$ cat config.mk
export PLATFORM = sky130hd
export DESIGN_NAME = plst_ctrl
export DESIGN_NICKNAME = d
export VERILOG_FILES = /design/src/plst_pkg.sv /design/src/plst_ctrl.sv
export SDC_FILE = /design/constraint.sdc
export NUM_CORES = 1
export LEC_CHECK = 0
export BUFFER_PORTS_ARGS = -buffer_cell sky130_fd_sc_hd__clkbuf_2
export CAP_MARGIN = 20
export CORE_MARGIN = 5
export CORE_UTILIZATION = 23
export DETAILED_ROUTE_END_ITERATION = 16
export SLEW_MARGIN = 20
export SYNTH_ARGS = -nofsm -noshare
export SYNTH_HDL_FRONTEND = slang
export SYNTH_SLANG_ARGS = --single-unit
$ cat constraint.sdc
create_clock -name clk -period 4.7 [get_ports clk]
set_input_delay 0.705 -clock clk [delete_from_list [all_inputs] [get_ports clk]]
set_output_delay 0.705 -clock clk [all_outputs]
set_load 0.01 [all_outputs]
$ cat src/plst_pkg.sv
`default_nettype none

package plst_pkg;

  // Fixed field widths of the request and result ports
  localparam int OP_W   = 3;
  localparam int POS_W  = 11;
  localparam int STAT_W = 2;
  localparam int DATA_W = 32;

  // Operation codes
  localparam logic [OP_W-1:0] OP_INSERT   = 3'd0;
  localparam logic [OP_W-1:0] OP_DELETE   = 3'd1;
  localparam logic [OP_W-1:0] OP_RETRIEVE = 3'd2;
  localparam logic [OP_W-1:0] OP_LOCATE   = 3'd3;
  localparam logic [OP_W-1:0] OP_CLEAR    = 3'd4;

  // Result status codes
  localparam logic [STAT_W-1:0] ST_OK       = 2'd0;
  localparam logic [STAT_W-1:0] ST_RANGE    = 2'd1;
  localparam logic [STAT_W-1:0] ST_FULL     = 2'd2;
  localparam logic [STAT_W-1:0] ST_NOTFOUND = 2'd3;

  // What every cell of the row does in a given cycle
  typedef enum logic [1:0] {
    CM_HOLD,
    CM_INSERT,
    CM_DELETE,
    CM_ROTATE
  } cell_mode_t;

endpackage

`default_nettype wire

$ cat src/plst_ctrl.sv
`default_nettype none

module plst_ctrl
  import plst_pkg::*;
#(
  parameter int CAP = 1024,
  parameter int EW  = 32,
  parameter int XW  = 14
) (
  input  wire logic              clk,
  input  wire logic              rst,
  input  wire logic              start,
  input  wire logic [OP_W-1:0]   operation,
  input  wire logic [POS_W-1:0]  position,
  input  wire logic [DATA_W-1:0] element,
  input  wire logic [EW-1:0]     head_word,
  output logic                   busy,
  output logic                   done,
  output logic [STAT_W-1:0]      status,
  output logic [DATA_W-1:0]      element_out,
  output logic [POS_W-1:0]       found_position,
  output logic [POS_W-1:0]       item_count,
  output cell_mode_t             cell_mode,
  output logic [XW-1:0]          sel_pos,
  output logic [XW-1:0]          cur_count,
  output logic [EW-1:0]          key_word
);

  localparam int CW = $clog2(CAP + 1);
  localparam logic [XW-1:0] CAP_X = XW'(CAP);

  typedef enum logic [1:0] {
    S_IDLE,
    S_DECODE,
    S_SCAN,
    S_SHIFT
  } state_t;

  state_t            state;
  logic [OP_W-1:0]   op_q;
  logic [POS_W-1:0]  pos_q;
  logic [CW-1:0]     count;
  logic [CW-1:0]     step;
  logic              hit;

  logic [XW-1:0]     step_x;
  logic              ins_ok;
  logic              ins_range;
  logic              acc_ok;
  logic              last_step;
  logic              head_match;

  assign busy      = (state != S_IDLE);
  assign sel_pos   = XW'(pos_q);
  assign cur_count = XW'(count);
  assign step_x    = XW'(step);

  // Range and capacity checks on the latched request, scan end and head compare
  assign ins_range  = (sel_pos != '0) && (sel_pos <= cur_count + 1'b1);
  assign ins_ok     = ins_range && (cur_count < CAP_X);
  assign acc_ok     = (sel_pos != '0) && (sel_pos <= cur_count);
  assign last_step  = (step_x + 1'b1 == cur_count);
  assign head_match = (head_word == key_word);

  // Row command
  always_comb begin
    cell_mode = CM_HOLD;
    unique case (state)
      S_DECODE: begin
        if (op_q == OP_INSERT && ins_ok) begin
          cell_mode = CM_INSERT;
        end
      end
      S_SCAN:  cell_mode = CM_ROTATE;
      S_SHIFT: cell_mode = CM_DELETE;
      S_IDLE:  cell_mode = CM_HOLD;
    endcase
  end

  // Sequencer with registered result
  always_ff @(posedge clk) begin
    if (rst) begin
      state <= S_IDLE;
      count <= '0;
      done  <= 1'b0;
    end else begin
      done <= 1'b0;
      unique case (state)
        S_IDLE: begin
          if (start) begin
            op_q     <= operation;
            pos_q    <= position;
            key_word <= EW'(element);
            state    <= S_DECODE;
          end
        end

        S_DECODE: begin
          step           <= '0;
          hit            <= 1'b0;
          element_out    <= '0;
          found_position <= '0;
          status         <= ST_OK;
          item_count     <= POS_W'(count);
          unique case (op_q)
            OP_INSERT: begin
              if (!ins_range) begin
                status <= ST_RANGE;
              end else if (!ins_ok) begin
                status <= ST_FULL;
              end else begin
                count      <= count + 1'b1;
                item_count <= POS_W'(cur_count + 1'b1);
              end
              done  <= 1'b1;
              state <= S_IDLE;
            end
            OP_DELETE, OP_RETRIEVE: begin
              if (acc_ok) begin
                state <= S_SCAN;
              end else begin
                status <= ST_RANGE;
                done   <= 1'b1;
                state  <= S_IDLE;
              end
            end
            OP_LOCATE: begin
              if (count != '0) begin
                state <= S_SCAN;
              end else begin
                status <= ST_NOTFOUND;
                done   <= 1'b1;
                state  <= S_IDLE;
              end
            end
            OP_CLEAR: begin
              count      <= '0;
              item_count <= '0;
              done       <= 1'b1;
              state      <= S_IDLE;
            end
            default: begin
              done  <= 1'b1;
              state <= S_IDLE;
            end
          endcase
        end

        // Head cell holds entry number step + 1 this cycle
        S_SCAN: begin
          step <= step + 1'b1;
          if (op_q == OP_LOCATE) begin
            if (!hit && head_match) begin
              hit            <= 1'b1;
              found_position <= POS_W'(step_x + 1'b1);
            end
          end else if (step_x + 1'b1 == sel_pos) begin
            element_out <= DATA_W'(head_word);
          end
          if (last_step) begin
            if (op_q == OP_DELETE) begin
              state <= S_SHIFT;
            end else begin
              status <= (op_q == OP_LOCATE && !hit && !head_match) ? ST_NOTFOUND : ST_OK;
              done   <= 1'b1;
              state  <= S_IDLE;
            end
          end
        end

        S_SHIFT: begin
          count      <= count - 1'b1;
          item_count <= POS_W'(cur_count - 1'b1);
          status     <= ST_OK;
          done       <= 1'b1;
          state      <= S_IDLE;
        end
      endcase
    end
  end

endmodule

`default_nettype wire

==> results.tsv <==
stage	metric	value	unit
global_routing	grt_pass1_wl	34.3	mm
yosys	synthAdderAreaFrac	4.90	%
yosys	synth-compound-area-share	11.5	%
power_and_ir_drop	power-per-cell-area	343	nW/um2
critical_path	worstPathArrival	3760	ps
yosys	synth_top_family_by_area	simple AND/OR/NAND/NOR gates	
placed_design	place_inst	1189	
global_routing	grt_usage	13.5	%
worst_hold_path	hold_class	in2reg	
global_routing	overflow	0	
placed_design	port-buffer-count	194	
yosys	synth_top_cell_by_area	edfxtp_1	
drt	vias	5653	
finish	layout.nets	928	
yosys	yosys_warnings	0	
critical_path	cp-start-kind	register	
yosys	avgSynthCellArea	11.2	um2
drt	first_iter_violations	515	
global_routing	grt_pass1_vias	5543	
clock_tree	clockBufferDepth	2	
yosys	ys_types	64	
finish	final_layout_size_suffix_gt1_share	31.6	%
clock_tree	ctsHoldBuffers	0	
critical_path	crit_fanout	10	
critical_path	worst-endpoint-required	3990	ps
placed_design	place_congestion	0.939	
critical_path	endpoint_kind	output pin	
floorplanning	start_util	23.3	%
yosys	synthSimpleGateAreaFrac	15.9	%
floorplanning	die_area	33500	um2
timing	whs	454	ps
timing	worst_slew_pin_slew	1030	ps
floorplanning	std_cell_rows	63	
yosys	ys_seq_elements	128	
yosys	muxShareOfSynthArea	0.145	%
global_routing	grt_max_degree	43	
floorplanning	io_pins	201	
clock_tree	cts_sinks	128	
timing	worst_slack	239	ps
power_and_ir_drop	swShare	28.4	%
finish	layout.cells.non_filler	1223	
drt	routedWlPerCell	18.8	um
clock_tree	worst_skew_pair.late_latency	420	ps
floorplanning	core-area	29600	um2
clock_tree	clk_pin_slew_worst_paths	70	ps
floorplanning	die_h	183	um
clock_tree	cts_root_buf	clkbuf_16	
floorplanning	die_x	183	um
job	cap_violations	0	
timing	fin_worst_skew	13.1	ps
timing	hold_viol	0	
clock_tree	cts_max_level	4	
finish	stdcell_area	9000	um2
yosys	synth_top_area_share	49.7	%
timing	slew_headroom	31.2	%
global_routing	antenna_found_initial	0	
drt	postRouteAntennaNets	0	
yosys	synth-edff-count	114	
yosys	synth_area_leaders	edfxtp_1 (50%), xor2_1 (5.3%), ha_1 (4.9%), xnor2_1 (4.2%), dfxtp_1 (4.1%)	
drt	finalWirelength	23.0	mm
yosys	ys_seq_area_share	53.7	%
placed_design	place_area	8370	um2
outcome	status	completed	
finish	layout_commonest_cell	clkbuf_2	
power_and_ir_drop	clock_power_share	42.5	%
power_and_ir_drop	p_switching	0.876	mW
yosys	syn_area	6890	um2
timing	finalSetupViolCount	0	
yosys	synth-xor-area-share	9.85	%
finish	diodes	0	
clock_tree	cts_tree	done	
yosys	synth_ff_type	edfxtp_1	
timing	drv_slew	0	
timing	post-route-period-util	94.9	%
drt	first_pass_iters	5	
yosys	async_reset_ff_share	0	%
finish	synthToLayoutAreaGrowth	30.5	%
power_and_ir_drop	p_leak	3.54	nW
timing	setup_tns	0	ps
placed_design	place_ws	412	ps
power_and_ir_drop	power	3.09	mW
finish	final_cell_mix	clkbuf_2 (193), edfxtp_1 (114), nor2_1 (48)	
drt	avgViaCountPerCell	4.62	
critical_path	worstSetupPathType	reg2out	
power_and_ir_drop	vdd_drop_max	0.172	mV
yosys	syn_inst	616	
timing	timing.fmax	0.224	GHz
power_and_ir_drop	power.share.sequential	43.7	%
timing	period_needed	4460	ps
clock_tree	numCtsBuffers	17	
placed_design	place_hpwl	18.1	mm
power_and_ir_drop	p_int	2.21	mW
drt	drc	0	
finish	utilization	30.4	%
power_and_ir_drop	power.share.combinational	13.9	%
==> power groups by stage <==
stage / clock (mW) / combinational, mW / sequential (mW)
after floorplan: 0 / 0.232 / 1.38
after global placement: 0 / 0.418 / 1.37
after detailed placement: 0 / 0.422 / 1.37
after CTS: 1.34 / 0.425 / 1.35
after global routing: 1.40 / 0.470 / 1.35
final: 1.31 / 0.429 / 1.35
==> sequential cells by signal, summed over array words and instances, names as in the netlist <==
| register | cells |
|---|---|
| item_count | 11 |
| op_q | 3 |
| status | 2 |
| element_out | 32 |
| pos_q | 11 |
| step | 11 |
| found_position | 11 |
| count | 11 |
| done | 1 |
| hit | 1 |
| key_word | 32 |
| state | 2 |
==> cell families (layout without fill, tap and decap cells) <==
logic type	count (synthesis)	in the layout
mux	1	1
simple gates	210	210
xor+xnor	76	76
compound gates	111	111
flops	128	128
fa+ha+maj	27	27
buf+inv	62	274
other cells	1	6
==> cell usage after synthesis, types with 3 or more instances <==
library cell  instances
and2_1               37
ha_1                 27
nor2b_1               5
buf_4                 7
nand3b_1              3
nor3_1               15
nor4_1               18
or3_1                 3
a31oi_1              10
a211oi_1              6
o311a_1               3
clkbuf_1             19
xnor2_1              33
dfxtp_1              14
and3_1                8
a21oi_1              20
edfxtp_1            114
nand4_1              14
o31ai_1               5
o21ai_0              20
a21boi_0              3
o211ai_1              5
buf_2                 7
o22ai_1               3
clkinv_1              3
nand2_1              28
xor2_1               42
o311ai_0              3
nor2_1               48
a21o_1                5
inv_1                24
nand3_1              23
==> layout make-up <==
type,instances,area [um2]
fillers,3122,20600
flip-flops and latches,128,3710
multi-input cells,431,2980
repair buffers,215,1140
well taps,390,488
clock buffers,17,425
clock inverters,15,151
inverters,27,101
==> per-layer routing <==
| metal | wire, um | vias to the layer above | global-route usage (%) | part of all wire [%] |
|---|---|---|---|---|
| met5 | 0 | - | 0 | 0 |
| met4 | 522 | 0 | 4.35 | 2.3 |
| met3 | 1190 | 35 | 2.58 | 5.1 |
| met2 | 11000 | 221 | 21.6 | 48 |
| met1 | 10300 | 2711 | 18.5 | 45 |
| li1 | - | 2686 | - | - |
==> worst paths after layout <==
path / from / endpoint / slack, ps / depth (start not counted)
max reg2reg: count[4] / item_count[1] / 750 / 12
max: count[1] / cell_mode[0] / 240 / 15
min: element[12] / key_word[12] / 450 / 1
min reg2reg: state[1] / state[1] / 570 / 2
==> what timing repair did <==
action | in CTS | in global routing
pin swaps | 0 | 7
setup endpoints to repair | 1 | 1
hold endpoints to repair | 0 | 0
buffers inserted | 0 | 2
cloned | 0 | 0
gates resized for setup | 2 | 10
==> critical path, stage by stage, from the launching register on <==
cell and delay, ps:
dfxtp_4 400, ha_1 190, buf_4 170, nand3_1 130, xnor2_2 210, inv_1 70, ha_1 290, a21o_1 160
a211oi_1 230, o221ai_1 200, a222oi_1 580, o21ai_1 180, nor2_1 160, nand3_1 110, o21ai_2 100, buf_2 160
No activity file was read; power rests on OpenSTA's default activity.
