### src/plst_pkg.sv
`default_nettype none

package plst_pkg;

  // Fixed field widths of the request and result ports
  localparam int OP_W   = 3;
  localparam int POS_W  = 11;
  localparam int STAT_W = 2;
  localparam int DATA_W = 32;

  // Operation codes
  localparam logic [OP_W-1:0] OP_INSERT   = 3'd0;
  localparam logic [OP_W-1:0] OP_DELETE   = 3'd1;
  localparam logic [OP_W-1:0] OP_RETRIEVE = 3'd2;
  localparam logic [OP_W-1:0] OP_LOCATE   = 3'd3;
  localparam logic [OP_W-1:0] OP_CLEAR    = 3'd4;

  // Result status codes
  localparam logic [STAT_W-1:0] ST_OK       = 2'd0;
  localparam logic [STAT_W-1:0] ST_RANGE    = 2'd1;
  localparam logic [STAT_W-1:0] ST_FULL     = 2'd2;
  localparam logic [STAT_W-1:0] ST_NOTFOUND = 2'd3;

  // What every cell of the row does in a given cycle
  typedef enum logic [1:0] {
    CM_HOLD,
    CM_INSERT,
    CM_DELETE,
    CM_ROTATE
  } cell_mode_t;

endpackage

`default_nettype wire

### src/plst_cell.sv
`default_nettype none

module plst_cell
  import plst_pkg::*;
#(
  parameter int EW    = 32,
  parameter int XW    = 14,
  parameter int INDEX = 0
) (
  input  wire logic          clk,
  input  wire cell_mode_t    mode,
  input  wire logic [XW-1:0] sel_pos,
  input  wire logic [XW-1:0] cur_count,
  input  wire logic [EW-1:0] elem_in,
  input  wire logic [EW-1:0] prev_word,
  input  wire logic [EW-1:0] next_word,
  input  wire logic [EW-1:0] head_word,
  output logic      [EW-1:0] word
);

  // One-based place of this cell in the list
  localparam logic [XW-1:0] PLACE = XW'(INDEX + 1);

  // Entry register: hold, open a gap, close a gap or rotate the occupied part
  always_ff @(posedge clk) begin
    unique case (mode)
      CM_INSERT: begin
        if (PLACE > sel_pos) begin
          word <= prev_word;
        end else if (PLACE == sel_pos) begin
          word <= elem_in;
        end
      end
      CM_DELETE: begin
        if (PLACE >= sel_pos) begin
          word <= next_word;
        end
      end
      CM_ROTATE: begin
        if (PLACE < cur_count) begin
          word <= next_word;
        end else if (PLACE == cur_count) begin
          word <= head_word;
        end
      end
      CM_HOLD: ;
    endcase
  end

endmodule

`default_nettype wire

### config.mk
export PLATFORM = sky130hd
export DESIGN_NAME = plst_cell
export DESIGN_NICKNAME = d
export VERILOG_FILES = /design/src/plst_pkg.sv /design/src/plst_cell.sv
export SDC_FILE = /design/constraint.sdc
export NUM_CORES = 1
export LEC_CHECK = 0
export BUFFER_PORTS_ARGS = -buffer_cell sky130_fd_sc_hd__buf_2
export CAP_MARGIN = 40
export CORE_ASPECT_RATIO = 2
export CORE_UTILIZATION = 43
export CTS_BUF_LIST = sky130_fd_sc_hd__clkbuf_16
export CTS_CLUSTER_DIAMETER = 80
export DETAILED_ROUTE_END_ITERATION = 10
export GPL_TIMING_DRIVEN = 0
export PLACE_DENSITY = 0.87
export SKIP_CTS_REPAIR_TIMING = 1
export SLEW_MARGIN = 5
export SYNTH_ARGS = -nofsm -noshare
export SYNTH_HDL_FRONTEND = slang
export SYNTH_SLANG_ARGS = --single-unit
### constraint.sdc
create_clock -name clk -period 13.6 [get_ports clk]
set_clock_uncertainty 0.15 [all_clocks]
set_input_delay 4.08 -clock clk [delete_from_list [all_inputs] [get_ports clk]]
set_output_delay 4.08 -clock clk [all_outputs]
set_load 0.01 [all_outputs]
==> flow_summary.json, run 1 <==
{
  "tritoncts.num_buffers": 5,
  "largest_register_ff_count": 32,
  "grt.met2_usage_pct": 55.23,
  "ys_seq_elements": 32,
  "cts.path.max_buffers": 2,
  "crit_arrival_ns": 6.02,
  "synth_sequential_area_ratio_pct": 40.57,
  "gate_count_after_technology_mapping": 236,
  "report.final.slew_viol_count": 0,
  "period_minus_slack_ns": 6.203,
  "cts.sink_count": 32,
  "worst_setup_path_end_kind": "flop",
  "place.port_buffers": 188,
  "worst_hold_path_type": "input pin to flop",
  "gp_routability_congestion": 0.8299,
  "startpoint": "sel_pos[6]",
  "fmax_mhz": 161.2,
  "global_route.overflow_total": 0,
  "cts_max_level": 2,
  "detail_route.wl_per_cell_um": 17.02,
  "grt_antenna_before_repair": 0,
  "die_area_mm2": 0.005827,
  "placementRows": 37,
  "via_count_of_the_first_global_routing_pass": 2950,
  "ys_types": 19,
  "post_route_cells_drive_above_1_share_pct": 48.05,
  "syn-mean-instance-area_um2": 10.04,
  "grt_pass1_wl_um": 12700,
  "antenna-diode-count": 0,
  "initial_util_pct": 45.28,
  "synthDominantAreaCellType": "edfxtp_1",
  "critical_path_class": "input pin to flop",
  "antenna_left": 0,
  "core_area_mm2": 0.005231,
  "slew_headroom_pct": 64.41,
  "grt_util_all_layers_pct": 29.96,
  "finish.utilization_pct": 67.90,
  "final.setup.tns_ns": 0,
  "asyncSetResetFlopFracSynth_pct": 0,
  "fin_area_mm2": 0.003552,
  "net_count_after_synthesis": 395,
  "floorplan.die.width_um": 54.48,
  "area_growth_pct": 49.97,
  "io_pins": 191,
  "worst_setup_path_start_kind": "input pin",
  "pwr_density_cell_mw_per_mm2": 80.93,
  "worstPathMaxFanout": 11,
  "timing.final.crit_share_pct": 45.61,
  "rsz0062_at_grt": "false",
  "global_route.peak_usage_layer": "met2",
  "ys.flop_type": "edfxtp_1",
  "worst-slew-pin-transition_ns": 0.5338,
  "cellLeakagePower_nw": 1.758,
  "max_cap_viol_count": 0,
  "placedInstanceArea_mm2": 0.003406,
  "worstHoldStart": "elem_in[20]",
  "most_frequent_cell_after_synthesis": "nand2_1",
  "finalWirelength_um": 8392,
  "max_flop_register": "word",
  "vias": 2752,
  "clkTransAtPathRegs_ns": 0.05,
  "registers_with_the_most_flip_flops": "word: 32 flops",
  "design.final.nets": 593,
  "grt_start_max_net_pins": 13,
  "ir_worst_vdd_mv": 0.08844,
  "timing.critical_path.to": "word[26]$_DFFE_PP_",
  "hold_path_depth": 2,
  "synth_top_cells_by_count": "nand2_1 (64), nor4b_1 (33), a311o_1 (32), edfxtp_1 (32), mux2i_1 (32)",
  "firstDrtPassIters": 5,
  "placedCellCount": 484,
  "hold_slack_ns": 3.981,
  "cts_tree": "done",
  "report.final.hold_viol_count": 0,
  "routed_via_density": 5.582,
  "place.detailed.hpwl_um": 6725,
  "grtUsageMet3_pct": 5.816,
  "grt.met1_usage_pct": 28.74,
  "synth_top_area_share_pct": 40.57,
  "post_route_non_filler_standard_cell_count": 493,
  "cts_root_buffer": "clkbuf_16",
  "run_status": "complete, no violations",
  "synth_warnings": 0,
  "number_of_synthesized_flops_with_an_enable_pin": 32,
  "ys_top_cells_by_area": "edfxtp_1 (41%), a311o_1 (14%), mux2i_1 (14%)",
  "final-setup-viol-count": 0,
  "drt_drc_violations_left": 0,
  "netlist_area_before_placement_mm2": 0.002369,
  "drt_iter0_drc": 59,
  "die_y_um": 107.0,
  "worstPathRequired_ns": 13.42
}
## cells by family (layout without fill, tap and decap cells)
logic type      after synthesis  after routing  synth area share, %
compound gates               33             33                13.84
simple gates                110            110                26.31
mux                          32             32                13.52
flops                        32             32                40.57
buf+inv                      29            228                5.758
## critical path, cell delays in order
cell      delay (ns)
buf_2           0.10
nor4_2          0.29
nand4_2         0.29
clkbuf_1        0.30
and2_1          0.23
nor3b_2         0.23
buf_4           0.24
buf_4           0.24
## metal layers
metal	share of wire, %	routed length [um]
met5	0	0
met4	3.5	293
met3	5.5	461
met2	55	4627
met1	36	3009
## how the worst min path moves through the flow
| stage | end | slack [ns] |
|---|---|---|
| after floorplan | word[8]$_DFFE_PP_ | 4.16 |
| after global placement | word[7]$_DFFE_PP_ | 4.25 |
| after detailed placement | word[19]$_DFFE_PP_ | 4.26 |
| after CTS | word[20]$_DFFE_PP_ | 3.98 |
| after global routing | word[3]$_DFFE_PP_ | 3.98 |
| final | word[20]$_DFFE_PP_ | 3.98 |
## per-stage QoR
stage               power (mW)  worst slack, ns
floorplan               0.1486            5.638
global placement        0.1818            4.315
detailed placement      0.1838            6.668
CTS                     0.2892            6.958
global route            0.2993            7.284
finish                  0.2875            7.397
## cells in the final DEF (no fill, tap or decap), drive strengths merged
cell type,count
mux2i,32
nor4,4
clkinv,4
or2,1
nor4b,33
clkbuf,26
o21bai,1
nor3b,1
and2,1
nor3,2
nor2,2
edfxtp,32
buf,198
nand4,2
a311o,32
nand2,64
## report_power, final
part | switching, mW | internal [mW]
combinational | 0.0298 | 0.0331
sequential | 0.00193 | 0.118
clock | 0.0388 | 0.0664
total | 0.0706 | 0.217
## final cells by class
class / instances / area [um^2]
repair buffers: 191 / 967.2
clock inverters: 3 / 13.76
inverters: 1 / 3.754
clock buffers: 5 / 125.1
well taps: 58 / 72.57
flip-flops and latches: 32 / 960.9
multi-input cells: 175 / 1276
fillers: 469 / 1679
plain buffers: 28 / 132.6
No activity file was read; power rests on OpenSTA's default activity.
==> inputs of run 2 (changes only) <==
- ABC_AREA: not set -> 1
- PLACE_DENSITY: 0.87 -> 0.82
- clock period: 13.6 -> 6.4 ns (I/O delays scaled with it)
==> run 2 against run 1 <==
Utilization down 3.5 points. Setup slack worse by 4.6 ns. Final cell count up 52%. Non-clock buffer count down 6. Critical endpoint is now word[9]$_DFFE_PP_.
==> flow_summary.json, run 2 <==
{
  "report.final.hold_viol_count": 0,
  "die_area_mm2": 0.007047,
  "fmax_mhz": 274.7,
  "final-setup-viol-count": 0,
  "synth_sequential_area_ratio_pct": 33.38,
  "routed_via_density": 4.743,
  "worst_path_max_delay_cell": "and2_2",
  "clkTransAtPathRegs_ns": 0.05,
  "antenna_left": 0,
  "crit_chain": "buf_2, nor2_1, nand2_1, nor2_2, nand2_1, o21ai_0, and2_2",
  "dp_slack_ns": 2.444,
  "finish.utilization_pct": 64.42,
  "worstPathMaxFanout": 32,
  "critical_path_class": "input pin to flop",
  "ir_worst_vdd_mv": 0.1641,
  "max_flop_register": "word",
  "nFillCells": 645,
  "antenna-diode-count": 0,
  "initial_util_pct": 45.26,
  "critPathMaxStageDelay_ns": 0.66,
  "seqPwrFrac_pct": 38.2,
  "crit_arrival_ns": 3.39,
  "core_area_mm2": 0.006361,
  "pwr-share-clk_pct": 39.5,
  "worst_hold_path_type": "input pin to flop",
  "cts_tree": "done",
  "place.port_buffers": 189,
  "report.final.slew_viol_count": 0,
  "max_cap_viol_count": 0,
  "design.final.nets": 820,
  "number_of_synthesized_flops_with_an_enable_pin": 32,
  "commonest_non_fill_non_tap_cell_in_the_layout": "buf_2",
  "postLayoutSetupSlackWorst_ns": 2.760,
  "floorplan.die.width_um": 59.86,
  "hold_slack_ns": 1.847,
  "drt_iter0_drc": 170,
  "global_route.overflow_total": 0,
  "post_route_non_filler_standard_cell_count": 748,
  "most_repeated_library_cell_on_the_critical_path": "nand2_1",
  "net_count_after_synthesis": 624,
  "timing.hold.worst_endpoint": "word[22]$_DFFE_PP_",
  "cp_top_family": "simple AND/OR/NAND/NOR gates",
  "finalWirelength_um": 9107,
  "via_count_of_the_first_global_routing_pass": 3313,
  "worstPathRequired_ns": 6.15,
  "switching_power_of_the_nets_uw": 164.2,
  "worstHoldStart": "head_word[22]",
  "slew_headroom_pct": 48.41,
  "final.setup.tns_ns": 0,
  "pwr_density_cell_mw_per_mm2": 162.3,
  "io_pins": 191,
  "grt_pass1_wl_um": 14040,
  "synth_warnings": 0,
  "critical_path.n_buffers_inverters": 1,
  "area_growth_pct": 42.33,
  "internal_power_summed_over_all_cells_uw": 500.8,
  "worst_setup_path_end_kind": "flop",
  "grt_util_all_layers_pct": 26.21,
  "netlist_area_before_placement_mm2": 0.002879,
  "registers_with_the_most_flip_flops": "word: 32 flops",
  "cts.path.max_buffers": 2,
  "asyncSetResetFlopFracSynth_pct": 0,
  "ys_seq_elements": 32,
  "worst-slew-pin-transition_ns": 0.7739,
  "cts.sink_count": 32,
  "timing.final.crit_share_pct": 56.88,
  "rsz0062_at_grt": "false",
  "ys_top_cells_by_area": "edfxtp_1 (33%), nand2_1 (24%), inv_1 (13%)",
  "cellLeakagePower_nw": 2.487,
  "run_status": "complete, no violations",
  "cts_max_level": 2,
  "post_route_cells_drive_above_1_share_pct": 32.18,
  "detail_route.wl_per_cell_um": 12.18,
  "synth_top_cells_by_count": "nand2_1 (186), inv_1 (99), nand3_1 (48)",
  "syn-mean-instance-area_um2": 6.191,
  "netSwitchingFraction_pct": 24.69,
  "worst_setup_path_start_kind": "input pin",
  "vias": 3548,
  "most_frequent_cell_after_synthesis": "nand2_1",
  "synthDominantAreaCellType": "edfxtp_1",
  "period_minus_slack_ns": 3.640,
  "die_y_um": 117.7,
  "place.detailed.hpwl_um": 7379,
  "largest_register_ff_count": 32,
  "placedCellCount": 740,
  "ys.flop_type": "edfxtp_1",
  "grt_antenna_before_repair": 0,
  "gp_routability_congestion": 0.9585,
  "drt_drc_violations_left": 0,
  "hold_path_depth": 5,
  "most-common-layout-cells": "buf_2 (192), nand2_1 (186), inv_1 (100)",
  "tritoncts.num_buffers": 5,
  "placementRows": 41,
  "combinationalPowerShare_pct": 22.3,
  "gate_count_after_technology_mapping": 465,
  "synth_top_area_share_pct": 33.38,
  "grt_start_max_net_pins": 33,
  "ys_types": 24,
  "cts_root_buffer": "clkbuf_16",
  "firstDrtPassIters": 4
}
## run 2: cell types whose count changed after synthesis, sizes merged, moves of 4 or more
cell / previous run / this run
nor4b: 33 / 0
nor4: 4 / 0
nand3b: 0 / 17
inv: 0 / 100
nand3: 0 / 49
a311o: 32 / 0
clkbuf: 21 / 16
nor2: 2 / 18
nand4: 2 / 32
nand2: 64 / 188
mux2i: 32 / 0
## run 2: cell families (layout without fill, tap and decap cells)
| family | Yosys count | in the layout | synth area share [%] |
|---|---|---|---|
| AOI/OAI and AO/OA | 2 | 2 | 0.3473 |
| DFF | 32 | 32 | 33.38 |
| and+or+nand+nor | 306 | 306 | 49.46 |
| buffers and inverters | 125 | 322 | 16.82 |
## run 2: tightest hold or removal path, delay by kind of cell
kind | cells | cell delay (ns)
buffers and inverters | 2 | 0.10
AND/OR/NAND/NOR | 3 | 0.13
## run 2: final cells by class
class | count | area [um^2] | area share [%]
flip-flops and latches | 32 | 960.9 | 23.45
repair buffers | 189 | 945.9 | 23.08
multi-input cells | 308 | 1435 | 35.02
inverters | 101 | 379.1 | 9.252
clock buffers | 5 | 125.1 | 3.053
well taps | 86 | 107.6 | 2.626
plain buffers | 24 | 105.1 | 2.565
clock inverters | 3 | 38.79 | 0.9466
## run 2: how the worst max path moves through the flow
stage / slack (ns) / end / cells after the start / from
final: 2.76 / word[9]$_DFFE_PP_ / 7 / sel_pos[11]
after global placement: 1.95 / word[24]$_DFFE_PP_ / 7 / sel_pos[11]
after CTS: 2.73 / word[9]$_DFFE_PP_ / 7 / sel_pos[11]
after global routing: 2.55 / word[9]$_DFFE_PP_ / 7 / sel_pos[12]
after floorplan: 2.60 / word[0]$_DFFE_PP_ / 6 / sel_pos[11]
after detailed placement: 2.44 / word[17]$_DFFE_PP_ / 7 / sel_pos[11]
## run 2: metal layers
layer | global-route usage, % | vias up | wire (um)
met1 | 25.25 | 1535 | 3128
li1 | - | 1830 | -
met3 | 4.066 | 25 | 544
met4 | 13.23 | 0 | 287
met5 | 0 | - | 0
met2 | 49.51 | 158 | 5147
## run 2: power by group through the flow
stage	Clock, mW	Combinational (mW)	Sequential (mW)
floorplan	0	0.0613	0.267
global placement	0	0.145	0.258
detailed placement	0	0.148	0.258
CTS	0.268	0.149	0.254
global route	0.276	0.166	0.255
finish	0.263	0.148	0.254
## run 2: through the flow
stage,cell area [um^2],total power [mW]
4_1_cts,4098,0.6703
3_5_place_dp,3934,0.4060
3_3_place_gp,3933,0.4028
5_1_grt,4098,0.6974
6_report,4098,0.6649
2_1_floorplan,2879,0.3283
==> inputs of run 3 (changes only) <==
- ABC_AREA: 1 -> 0
- CORE_UTILIZATION: 43 -> 40
- clock period: 6.4 -> 3.7 ns (I/O delays scaled with it)
==> run 3 against run 2 <==
Setup slack got worse by 2.3 ns. Combinational power grew 59%. Die area is 11% lower. Clock power increased by 43%. Utilization is 2.0 points lower. Total power rose by 58%. Critical endpoint is now word[19]$_DFFE_PP_. Largest power group is now registers. Highest routed layer unchanged.
==> flow_summary.json, run 3 (synthesis gave the netlist of run 1 again) <==
{
  "dp_slack_ns": -0.1969,
  "worst_setup_path_start_kind": "input pin",
  "routed_via_density": 5.579,
  "vias": 2756,
  "critical_path.n_buffers_inverters": 4,
  "initial_util_pct": 41.49,
  "detail_route.wl_per_cell_um": 16.79,
  "fmax_mhz": 306.8,
  "final-setup-viol-count": 0,
  "core_area_mm2": 0.005709,
  "cts_tree": "done",
  "design.final.nets": 592,
  "cts_root_buffer": "clkbuf_16",
  "postLayoutSetupSlackWorst_ns": 0.4409,
  "slew_headroom_pct": 62.64,
  "netSwitchingFraction_pct": 24.25,
  "via_count_of_the_first_global_routing_pass": 2780,
  "grt_start_max_net_pins": 19,
  "rsz0062_at_grt": "false",
  "global_route.overflow_total": 0,
  "tritoncts.num_buffers": 5,
  "most_repeated_library_cell_on_the_critical_path": "buf_8",
  "cts.sink_count": 32,
  "pwr_density_cell_mw_per_mm2": 294.9,
  "worstPathMaxFanout": 15,
  "cp_top_family": "simple AND/OR/NAND/NOR gates",
  "worst_setup_path_end_kind": "flop",
  "largest_register_ff_count": 32,
  "timing.hold.worst_endpoint": "word[8]$_DFFE_PP_",
  "place.port_buffers": 188,
  "period_minus_slack_ns": 3.259,
  "grt_antenna_before_repair": 0,
  "floorplan.die.width_um": 56.41,
  "post_route_cells_drive_above_1_share_pct": 47.81,
  "most-common-layout-cells": "buf_2 (192), nand2_1 (64), nor4b_1 (33)",
  "nFillCells": 511,
  "worst-slew-pin-transition_ns": 0.5604,
  "placementRows": 39,
  "combinationalPowerShare_pct": 22.4,
  "finish.utilization_pct": 62.37,
  "fin_area_mm2": 0.003561,
  "worstHoldStart": "elem_in[8]",
  "startpoint": "sel_pos[2]",
  "antenna-diode-count": 0,
  "clkTransAtPathRegs_ns": 0.05,
  "timing.final.crit_share_pct": 88.08,
  "run_status": "complete, no violations",
  "switching_power_of_the_nets_uw": 254.7,
  "finalWirelength_um": 8295,
  "cellLeakagePower_nw": 1.756,
  "gp_routability_congestion": 0.8941,
  "place.detailed.hpwl_um": 6513,
  "post_route_non_filler_standard_cell_count": 494,
  "hold_slack_ns": 1.008,
  "area_growth_pct": 50.34,
  "max_flop_register": "word",
  "placedInstanceArea_mm2": 0.003412,
  "grt_pass1_wl_um": 12720,
  "cts.path.max_buffers": 2,
  "crit_chain": "buf_2, nor4_2, nand4_2, clkbuf_1, and2_1, nor3b_4, buf_8, buf_8",
  "cts_max_level": 2,
  "io_pins": 191,
  "ir_worst_vdd_mv": 0.2592,
  "max_cap_viol_count": 0,
  "drt_drc_violations_left": 0,
  "die_area_mm2": 0.006251,
  "worstPathRequired_ns": 3.52,
  "firstDrtPassIters": 4,
  "crit_arrival_ns": 3.08,
  "report.final.slew_viol_count": 0,
  "placedCellCount": 486,
  "hold_path_depth": 2,
  "critPathMaxStageDelay_ns": 0.33,
  "worst_path_max_delay_cell": "nor3b_4",
  "commonest_non_fill_non_tap_cell_in_the_layout": "buf_2",
  "die_y_um": 110.8,
  "report.final.hold_viol_count": 0,
  "critical_path_class": "input pin to flop",
  "worst_hold_path_type": "input pin to flop",
  "registers_with_the_most_flip_flops": "word: 32 flops",
  "internal_power_summed_over_all_cells_uw": 795.6,
  "seqPwrFrac_pct": 41.7,
  "grt_util_all_layers_pct": 26.23,
  "drt_iter0_drc": 114,
  "pwr-share-clk_pct": 35.9,
  "antenna_left": 0
}
run 3: changes by cell type in the layout (fill, tap and decap cells not counted), moves of 3 or more:
cell / change
a311o_1: +32
buf_1: -3
clkbuf_1: +5
inv_1: -99
mux2i_1: +32
nand2_1: -122
nand3_1: -48
nand3b_1: -17
nand4_1: -31
nor2_1: -10
nor2_2: -3
nor4b_1: +33
run 3: worst max-delay path by stage:
stage / endpoint / slack [ns] / depth (start not counted)
floorplan: word[0]$_DFFE_PP_ / 0.23 / 5
global placement: word[17]$_DFFE_PP_ / -0.46 / 6
detailed placement: word[16]$_DFFE_PP_ / -0.20 / 7
CTS: word[19]$_DFFE_PP_ / 0.07 / 7
global route: word[19]$_DFFE_PP_ / 0.31 / 8
finish: word[19]$_DFFE_PP_ / 0.44 / 8
run 3: routing by layer:
| layer | vias to the layer above | GRT usage (%) | part of all wire [%] |
|---|---|---|---|
| met1 | 1272 | 26.62 | 35 |
| met5 | - | 0 | 0 |
| met4 | 0 | 12.68 | 3.9 |
| li1 | 1314 | - | - |
| met3 | 25 | 3.851 | 5.2 |
| met2 | 145 | 50.00 | 56 |
run 3: final cells by class:
cell class                      count  area (um^2)  share of cell area [%]
Inverter                            1        3.754                  0.1054
Sequential cell                    32        960.9                   26.99
Tap cell                           61        76.32                   2.143
Buffer                             28        132.6                   3.725
Timing Repair Buffer              190        970.9                   27.27
Multi-Input combinational cell    175         1282                   36.02
Clock buffer                        5        125.1                   3.514
Clock inverter                      2        8.758                  0.2460
run 3: per-stage QoR:
| stage | TNS (ns) | total power, mW |
|---|---|---|
| floorplan | 0 | 0.5464 |
| global placement | -14.64 | 0.6697 |
| detailed placement | -3.086 | 0.6780 |
| CTS | 0 | 1.056 |
| global route | 0 | 1.092 |
| finish | 0 | 1.050 |
run 3: power groups by stage:
stage	combinational [mW]	clock [mW]	sequential, mW
floorplan	0.0858	0	0.461
finish	0.235	0.377	0.438
CTS	0.234	0.384	0.438
global placement	0.225	0	0.444
detailed placement	0.233	0	0.445
global route	0.255	0.397	0.440
